==> src/sv/round_robin_thread_ring_unit_assert.svh <==
// ----------------------------------------------------------------------------
// round robin thread ring assertion macros
// shared property forms for the ring controller checks
// ----------------------------------------------------------------------------
`ifndef ROUND_ROBIN_THREAD_RING_UNIT_ASSERT_SVH
`define ROUND_ROBIN_THREAD_RING_UNIT_ASSERT_SVH

// same-cycle implication, off while in reset
`define RRTR_ASSERT_IMP(label, clk, rst_n, ante, cons) \
  label: assert property (@(posedge clk) disable iff (!rst_n) (ante) |-> (cons)) \
    else $error("rrtr: implication check failed");

// next-cycle implication, off while in reset
`define RRTR_ASSERT_NXT(label, clk, rst_n, ante, cons) \
  label: assert property (@(posedge clk) disable iff (!rst_n) (ante) |=> (cons)) \
    else $error("rrtr: next-cycle check failed");

`endif

==> src/sv/rrtr_pkg.sv <==
// ----------------------------------------------------------------------------
// rrtr_pkg
// shared constants, codes and types of the round robin thread ring
// ----------------------------------------------------------------------------
`timescale 1ns / 1ps

package rrtr_pkg;

  // ring capacity and identifier width
  localparam int MAX_THREADS = 16;
  localparam int ID_BITS     = 8;
  localparam int IDX_W       = $clog2(MAX_THREADS);
  localparam int CNT_W       = $clog2(MAX_THREADS + 1);
  localparam int OP_W        = 2;
  localparam int STATUS_W    = 3;

  // operation codes of an input item
  typedef enum logic [OP_W-1:0] {
    OP_ADD   = 2'd0,
    OP_YIELD = 2'd1,
    OP_TERM  = 2'd2
  } op_e;

  // status codes of a result item
  typedef enum logic [STATUS_W-1:0] {
    ST_OK      = 3'd0,
    ST_EMPTY   = 3'd1,
    ST_FEW     = 3'd2,
    ST_MISSING = 3'd3,
    ST_FULL    = 3'd4
  } status_e;

  // controller states
  typedef enum logic [1:0] {
    S_IDLE = 2'd0,
    S_WALK = 2'd1,
    S_DONE = 2'd2
  } state_e;

  // control broadcast to every cell of the chain
  typedef struct packed {
    logic               step;     // every cell takes from its neighbour
    logic               drop;     // head leaves the ring, no wrap this step
    logic               load;     // write load_id at position count
    logic [ID_BITS-1:0] load_id;
    logic [CNT_W-1:0]   count;    // occupancy before this cycle
  } ctl_t;

endpackage

==> src/sv/rrtr_cell.sv <==
// ----------------------------------------------------------------------------
// rrtr_cell
// one position of the ring; position zero is the running thread
// ----------------------------------------------------------------------------
`timescale 1ns / 1ps

module rrtr_cell (
  input  logic                        clk_i,
  input  logic [rrtr_pkg::IDX_W-1:0]  idx_i,
  input  rrtr_pkg::ctl_t              ctl_i,
  input  logic [rrtr_pkg::ID_BITS-1:0] nbr_i,
  input  logic [rrtr_pkg::ID_BITS-1:0] head_i,
  output logic [rrtr_pkg::ID_BITS-1:0] id_o
);
  import rrtr_pkg::*;

  logic [ID_BITS-1:0] id_q, id_d;
  logic [CNT_W-1:0]   pos;
  logic               at_tail;

  // position compares against the occupancy
  assign pos     = CNT_W'(idx_i);
  assign at_tail = (pos + CNT_W'(1)) == ctl_i.count;

  // load at the first free slot past the tail, otherwise shift towards the head with wrap
  always_comb begin
    id_d = id_q;
    if (ctl_i.load && (pos == ctl_i.count)) begin
      id_d = ctl_i.load_id;
    end else if (ctl_i.step) begin
      if (!ctl_i.drop && at_tail) begin
        id_d = head_i;
      end else begin
        id_d = nbr_i;
      end
    end
  end

  always_ff @(posedge clk_i) begin
    id_q <= id_d;
  end

  assign id_o = id_q;

endmodule

==> src/sv/rrtr_ctrl.sv <==
// ----------------------------------------------------------------------------
// rrtr_ctrl
// sequencer for add, yield and terminate, plus the result register
// ----------------------------------------------------------------------------
`timescale 1ns / 1ps

`include "round_robin_thread_ring_unit_assert.svh"

module rrtr_ctrl (
  input  logic                          clk_i,
  input  logic                          rst_ni,
  input  logic                          in_valid_i,
  output logic                          in_ready_o,
  input  logic [rrtr_pkg::OP_W-1:0]     op_i,
  input  logic [rrtr_pkg::ID_BITS-1:0]  thread_id_i,
  output logic                          out_valid_o,
  input  logic                          out_ready_i,
  output logic [rrtr_pkg::ID_BITS-1:0]  run_thread_o,
  output logic                          run_valid_o,
  output logic [rrtr_pkg::STATUS_W-1:0] status_o,
  output logic [rrtr_pkg::CNT_W-1:0]    thread_total_o,
  input  logic [rrtr_pkg::ID_BITS-1:0]  head_i,
  output rrtr_pkg::ctl_t                ctl_o
);
  import rrtr_pkg::*;

  state_e             state_q, state_d;
  logic [CNT_W-1:0]   count_q, count_d;
  logic [CNT_W-1:0]   walk_q, walk_d;
  logic               found_q, found_d;
  logic [ID_BITS-1:0] id_q, id_d;
  status_e            st_q, st_d;
  logic               out_valid_q, out_valid_d;
  logic [ID_BITS-1:0] run_thread_q, run_thread_d;
  logic               run_valid_q, run_valid_d;
  status_e            status_q, status_d;
  logic [CNT_W-1:0]   total_q, total_d;
  logic               hit;

  assign hit = !found_q && (head_i == id_q);

  // next state, cell control and result load
  always_comb begin
    state_d      = state_q;
    count_d      = count_q;
    walk_d       = walk_q;
    found_d      = found_q;
    id_d         = id_q;
    st_d         = st_q;
    out_valid_d  = out_valid_q;
    run_thread_d = run_thread_q;
    run_valid_d  = run_valid_q;
    status_d     = status_q;
    total_d      = total_q;
    in_ready_o   = 1'b0;
    ctl_o.step    = 1'b0;
    ctl_o.drop    = 1'b0;
    ctl_o.load    = 1'b0;
    ctl_o.load_id = thread_id_i;
    ctl_o.count   = count_q;

    if (out_valid_q && out_ready_i) begin
      out_valid_d = 1'b0;
    end

    case (state_q)
      S_IDLE: begin
        in_ready_o = 1'b1;
        if (in_valid_i) begin
          id_d    = thread_id_i;
          found_d = 1'b0;
          st_d    = ST_OK;
          state_d = S_DONE;
          case (op_i)
            OP_ADD: begin
              if (count_q >= CNT_W'(MAX_THREADS)) begin
                st_d = ST_FULL;
              end else begin
                ctl_o.load = 1'b1;
                count_d    = count_q + CNT_W'(1);
              end
            end
            OP_YIELD: begin
              if (count_q == '0) begin
                st_d = ST_EMPTY;
              end else begin
                ctl_o.step = 1'b1;
              end
            end
            OP_TERM: begin
              if (count_q < CNT_W'(2)) begin
                st_d = ST_FEW;
              end else begin
                // target running: hand over to the next thread first
                ctl_o.step = (head_i == thread_id_i);
                walk_d     = count_q;
                state_d    = S_WALK;
              end
            end
            default: begin
              st_d = ST_OK;
            end
          endcase
        end
      end

      // one full revolution; the first match is dropped at the head
      S_WALK: begin
        ctl_o.step = 1'b1;
        if (hit) begin
          ctl_o.drop = 1'b1;
          found_d    = 1'b1;
          count_d    = count_q - CNT_W'(1);
        end
        walk_d = walk_q - CNT_W'(1);
        if (walk_q == CNT_W'(1)) begin
          st_d    = (found_q || hit) ? ST_OK : ST_MISSING;
          state_d = S_DONE;
        end
      end

      S_DONE: begin
        if (!out_valid_q || out_ready_i) begin
          out_valid_d  = 1'b1;
          run_valid_d  = (count_q != '0);
          run_thread_d = (count_q != '0) ? head_i : '0;
          status_d     = st_q;
          total_d      = count_q;
          state_d      = S_IDLE;
        end
      end

      default: begin
        state_d = S_IDLE;
      end
    endcase
  end

  // control registers
  always_ff @(posedge clk_i or negedge rst_ni) begin
    if (!rst_ni) begin
      state_q     <= S_IDLE;
      count_q     <= '0;
      walk_q      <= '0;
      found_q     <= 1'b0;
      out_valid_q <= 1'b0;
    end else begin
      state_q     <= state_d;
      count_q     <= count_d;
      walk_q      <= walk_d;
      found_q     <= found_d;
      out_valid_q <= out_valid_d;
    end
  end

  // item and result payload
  always_ff @(posedge clk_i) begin
    id_q         <= id_d;
    st_q         <= st_d;
    run_thread_q <= run_thread_d;
    run_valid_q  <= run_valid_d;
    status_q     <= status_d;
    total_q      <= total_d;
  end

  assign out_valid_o    = out_valid_q;
  assign run_thread_o   = run_thread_q;
  assign run_valid_o    = run_valid_q;
  assign status_o       = status_q;
  assign thread_total_o = total_q;

  // checks
  `RRTR_ASSERT_IMP(a_count_cap, clk_i, rst_ni, 1'b1, count_q <= CNT_W'(MAX_THREADS))
  `RRTR_ASSERT_IMP(a_walk_live, clk_i, rst_ni, state_q == S_WALK,
                   (walk_q != '0) && (count_q != '0))
  `RRTR_ASSERT_IMP(a_full_total, clk_i, rst_ni, out_valid_q && (status_q == ST_FULL),
                   total_q == CNT_W'(MAX_THREADS))
  `RRTR_ASSERT_IMP(a_run_valid, clk_i, rst_ni, out_valid_q,
                   run_valid_q == (total_q != '0))
  `RRTR_ASSERT_NXT(a_drop_count, clk_i, rst_ni, ctl_o.drop && (state_q == S_WALK),
                   count_q != CNT_W'(MAX_THREADS))

endmodule

==> src/sv/round_robin_thread_ring_unit.sv <==
// ----------------------------------------------------------------------------
// round_robin_thread_ring_unit
// round robin ready queue kept as a rotating chain of identifier cells
// ----------------------------------------------------------------------------
// channel  | direction | handshake                | payload
// in       | input     | in_valid_i / in_ready_o  | op_i, thread_id_i
// out      | output    | out_valid_o / out_ready_i| run_thread_o, run_valid_o,
//          |           |                          | status_o, thread_total_o
//
// add, yield and rejected items: the done state loads the output register,
// then idle takes the next item. terminate with n threads: the chain makes
// one full revolution, one cell step per cycle, before the done state.
// one item at a time; a result waits in the output register while the next
// item is taken, and a stalled result holds the sequencer in its last state.
// reset empties the ring at once; cell contents need no clearing.
// ----------------------------------------------------------------------------
`timescale 1ns / 1ps

module round_robin_thread_ring_unit (
  input  logic                          clk_i,
  input  logic                          rst_ni,
  input  logic                          in_valid_i,
  output logic                          in_ready_o,
  input  logic [rrtr_pkg::OP_W-1:0]     op_i,
  input  logic [rrtr_pkg::ID_BITS-1:0]  thread_id_i,
  output logic                          out_valid_o,
  input  logic                          out_ready_i,
  output logic [rrtr_pkg::ID_BITS-1:0]  run_thread_o,
  output logic                          run_valid_o,
  output logic [rrtr_pkg::STATUS_W-1:0] status_o,
  output logic [rrtr_pkg::CNT_W-1:0]    thread_total_o
);
  import rrtr_pkg::*;

  ctl_t               ctl;
  logic [ID_BITS-1:0] cell_id [MAX_THREADS];

  // sequencer and result register
  rrtr_ctrl u_ctrl (
    .clk_i          (clk_i),
    .rst_ni         (rst_ni),
    .in_valid_i     (in_valid_i),
    .in_ready_o     (in_ready_o),
    .op_i           (op_i),
    .thread_id_i    (thread_id_i),
    .out_valid_o    (out_valid_o),
    .out_ready_i    (out_ready_i),
    .run_thread_o   (run_thread_o),
    .run_valid_o    (run_valid_o),
    .status_o       (status_o),
    .thread_total_o (thread_total_o),
    .head_i         (cell_id[0]),
    .ctl_o          (ctl)
  );

  // chain of cells, each taking from the next one up
  for (genvar g = 0; g < MAX_THREADS; g++) begin : g_cell
    rrtr_cell u_cell (
      .clk_i  (clk_i),
      .idx_i  (IDX_W'(g)),
      .ctl_i  (ctl),
      .nbr_i  (cell_id[(g + 1) % MAX_THREADS]),
      .head_i (cell_id[0]),
      .id_o   (cell_id[g])
    );
  end

endmodule
==> config.mk <==
export PLATFORM = sky130hd
export DESIGN_NAME = round_robin_thread_ring_unit
export DESIGN_NICKNAME = d
export VERILOG_FILES = /design/src/sv/rrtr_pkg.sv /design/src/sv/rrtr_cell.sv /design/src/sv/rrtr_ctrl.sv /design/src/sv/round_robin_thread_ring_unit.sv
export VERILOG_INCLUDE_DIRS = /design/src /design/src/sv
export SDC_FILE = /design/constraint.sdc
export NUM_CORES = 1
export LEC_CHECK = 0
export BUFFER_PORTS_ARGS = -buffer_cell sky130_fd_sc_hd__clkbuf_2
export CORE_ASPECT_RATIO = 1.75
export CORE_UTILIZATION = 45
export DETAILED_ROUTE_END_ITERATION = 8
export RECOVER_POWER = 100
export SLEW_MARGIN = 15
export SYNTH_ARGS = -nofsm -noshare
export SYNTH_HDL_FRONTEND = slang
export SYNTH_SLANG_ARGS = --single-unit
==> constraint.sdc <==
create_clock -name clk_i -period 2.7 [get_ports clk_i]
set_input_delay 0.135 -clock clk_i [delete_from_list [all_inputs] [get_ports clk_i]]
set_output_delay 0.135 -clock clk_i [all_outputs]
set_load 0.02 [all_outputs]
==> metrics.md <==
| Metric | Value |
|---|---|
| Largest net degree at the start of global routing | `19` |
| Initial DRC count | `541` |
| TNS Setup | `0 ns` |
| Initial Utilization | `0.464` |
| Rows | `67` |
| Post-Route WL | `23600 µm` |
| First-pass GRT wire length | `35900 µm` |
| Max-Cap Viols | `1` |
| Max-slew violations | `18` |
| Final ANT Viol Nets | `0` |
| PostCTS Resize Cnt | `0` |
| Synth Cell Area | `~0.0090 mm²` |
| Total power | `10.7 mW` |
| Sw frac | `0.358` |
| Yosys top cell area share | `0.523` |
| RSZ-0062 raised after global routing | `no` |
| Worst setup EP type | `flip-flop` |
| Simple-gate portion of the synthesized area | `0.111` |
| Die Area | `0.0205 mm²` |
| Die height | `189 µm` |
| TritonRoute pass-1 iters | `5` |
| Worst min path class | `input port to flip-flop` |
| Adder-cell share of the synthesized area | `0.0168` |
| Commonest cells after routing, fill and taps aside | `edfxtp_1 (156), nor2_1 (123), mux2i_1 (116), a21oi_1 (116), nand2_1 (46)` |
| Fin worst setup slack | `0.207 ns` |
| Root Driver | `clkbuf_16` |
| CTS hold repair buffers | `2` |
| Synthesis warning total | `0` |
| Post-synthesis sequential area ratio | `0.562` |
| Failing checks | `capacitance limit, slew limit` |
| Syn nets | `809` |
| CTS tree | `built` |
| Reg clk slew, reported paths | `0.07 ns` |
| Critical path type | `flip-flop to flip-flop` |
| Comb power frac | `0.335` |
| Ant. Diodes | `0` |
| VDD IR-drop max | `0.718 mV` |
| Library cells used by synthesis | `44` |
| Number of global-route vias before repair | `6374` |
| Most common cell after layout, fill and taps aside | `edfxtp_1` |
| Setup Skew | `0.0124 ns` |
| Max Freq | `401 MHz` |
| IO Pins | `33` |
| Final hold violations | `0` |
| Clock sink total | `170` |
| Final core utilization | `0.525` |
| CP required | `between 2 and 3 ns` |
| Clock buffer depth | `2` |
| Int Pwr | `approximately 6.8 mW` |
| Post-CTS Setup Inserts | `0` |
| GPL Wtd Cong | `0.867` |
| Layout area overhead | `13.0%` |
| P per Cell Area | `1050 mW/mm²` |
| Initial antenna violation count | `0` |
| Max-slew headroom | `-0.0180` |
| Final std cells w/o fill | `1094` |
| Clock Latency Late Sink | `0.44 ns` |
| Tmin final | `2.49 ns` |
| Syn_area_per_cell | `11.4 µm²` |
| Detailed-route vias per instance | `roughly 5.7` |
| Share of layout cells above drive strength 1 | `0.140` |
| CTS Buf Count | `17` |
| Status | `complete, but fails checks` |
| Final Cycle Share | `0.923` |
| Worst Path Max Fanout | `8` |
| Flop pwr share | `0.436` |
| Psw | `3.83 mW` |
| Pre-CTS WS | `about 0.37 ns` |
| H-tree Lvls | `4` |
| Post-synth top area cell | `edfxtp_1` |
| XOR/XNOR Fraction of Synth Area | `0.0205` |
| Mapped Cells | `783` |
| DRC viols | `0` |
| Final setup fails | `0` |
| Nets | `866` |
| Core outline area | `0.0193 mm²` |
| Die W | `109 µm` |
| CP startpoint kind | `flip-flop` |
| Port Buffers | `32` |
| Routed vias | `a little over 6000` |
| Clk network pwr share | `0.229` |
| Worst EP arrival | `around 2.7 ns` |
| Seq cells post-synth | `170` |
| DP HPWL | `16100 µm` |
| Mux share of post-synthesis cell area | `0.150` |
| GRT Total Usage | `0.243` |
| Placed cells | `roughly 1100` |
| Top cells by area, synth | `edfxtp_1 (52%), mux2i_1 (13%), a21oi_1 (6.4%)` |
| WL per Instance | `21.6 µm` |
| Slew @ Worst Pin | `1.53 ns` |
| Largest family of logic cells by synthesized area | `multiplexers` |
| Leak | `3.61 nW` |
| Remaining Overflow, GRT | `0` |
| Compound-Gate Fraction of Synth Area | `0.102` |
-- per-stage QoR --
stage,hold slack [ns],area (µm²)
after floorplan,-0.161,8950
after global placement,0.0643,9660
after detailed placement,0.0676,9660
after CTS,0.0870,10300
after global routing,0.159,10100
final,0.116,10100
-- critical path: stages (launching register included) --
cell	delay, ns
dfrtp_1	0.44
inv_1	0.19
ha_1	0.22
nor2b_1	0.19
buf_4	0.15
nand2_1	0.05
a31oi_2	0.15
clkbuf_1	0.48
mux2i_1	0.29
a21oi_1	0.09
-- power groups by stage --
stage / clock, mW / combinational, mW / sequential, mW
after global placement: 0 / 3.57 / 4.70
after global routing: 2.55 / 3.89 / 4.75
after detailed placement: 0 / 3.66 / 4.72
final: 2.44 / 3.58 / 4.66
after floorplan: 0 / 2.45 / 4.59
after CTS: 2.48 / 3.68 / 4.67
-- final cells by class --
type / count / area [µm²]
inverter: 11 / 41.3
fill: 1714 / 9160
multi-input combinational: 537 / 3560
clock buffer: 17 / 425
tap: 241 / 302
clock inverter: 15 / 159
sequential: 170 / 5030
timing repair buffer: 103 / 597
-- metal layers --
layer | vias to the layer above | track usage | part of all wire
met2 | 184 | 0.448 | 0.55
met5 | - | 0 | 0
met1 | 3028 | 0.256 | 0.36
met4 | 0 | 0.136 | 0.046
li1 | 2938 | - | -
met3 | 66 | 0.0353 | 0.042
-- final timing paths --
path / slack [ns] / startpoint / to / depth (start not counted)
max: 0.21 / u_ctrl.count_q[0]$_DFFE_PN0P_ / g_cell[11].u_cell.id_o[7]$_DFFE_PP_ / 9
min: 0.12 / in_valid_i / u_ctrl.state_q[0]$_DFFE_PN0P_ / 5
max reg2reg: 0.21 / u_ctrl.count_q[0]$_DFFE_PN0P_ / g_cell[11].u_cell.id_o[7]$_DFFE_PP_ / 9
min reg2reg: 0.42 / u_ctrl.st_q[2]$_SDFFCE_PP0P_ / u_ctrl.status_o[2]$_DFFE_PP_ / 0
max in group asynchronous: 1.87 / rst_ni / u_ctrl.state_q[1]$_DFFE_PN0P_ / 2
min in group asynchronous: 0.31 / rst_ni / u_ctrl.found_q$_DFFE_PN0P_ / 2
-- logic make-up (layout without fill, tap and decap cells) --
| group | Yosys count | after routing |
|---|---|---|
| mux | 132 | 132 |
| simple gates | 223 | 223 |
| buf+inv | 76 | 146 |
| xor+xnor | 21 | 21 |
| fa+ha+maj | 12 | 12 |
| flops | 170 | 170 |
| compound gates | 149 | 149 |
-- registers in the layout, indices dropped and copies added, names as in the netlist --
name	count
u_ctrl.st_q	3
u_ctrl.status_o	3
u_ctrl.thread_total_o	5
g_cell.u_cell.id_o	128
u_ctrl.id_q	8
u_ctrl.walk_q	5
u_ctrl.out_valid_o	1
u_ctrl.run_thread_o	8
u_ctrl.run_valid_o	1
u_ctrl.state_q	2
u_ctrl.found_q	1
u_ctrl.count_q	5
-- Yosys cell counts --
| master | n |
|---|---|
| a31oi_4 | 2 |
| o21ai_0 | 6 |
| a221oi_1 | 2 |
| a41o_1 | 1 |
| nor2b_1 | 16 |
| and2_0 | 1 |
| nand3_1 | 14 |
| a21oi_2 | 1 |
| o311ai_0 | 1 |
| nor3_1 | 3 |
| ha_1 | 12 |
| dfrtp_1 | 14 |
| o41a_1 | 1 |
| o31ai_1 | 1 |
| and3_1 | 6 |
| or4_1 | 1 |
| inv_1 | 11 |
| a21oi_1 | 115 |
| nand2_1 | 46 |
| clkbuf_1 | 41 |
| nor4_4 | 2 |
| mux2_2 | 16 |
| buf_2 | 12 |
| buf_6 | 2 |
| buf_4 | 4 |
| o22ai_1 | 1 |
| and2_1 | 1 |
| nor3b_1 | 2 |
| a31oi_2 | 11 |
| nor2_1 | 123 |
| nand3_4 | 1 |
| a21boi_0 | 2 |
| xor2_1 | 10 |
| nand4_1 | 3 |
| a221o_1 | 2 |
| nand2b_1 | 3 |
| buf_1 | 6 |
| edfxtp_1 | 156 |
| xnor2_1 | 11 |
| nand3b_1 | 1 |
| mux2i_1 | 116 |
| a31oi_1 | 1 |
| a31o_1 | 1 |
| a31o_2 | 1 |
(Power assumes the default switching activity.)
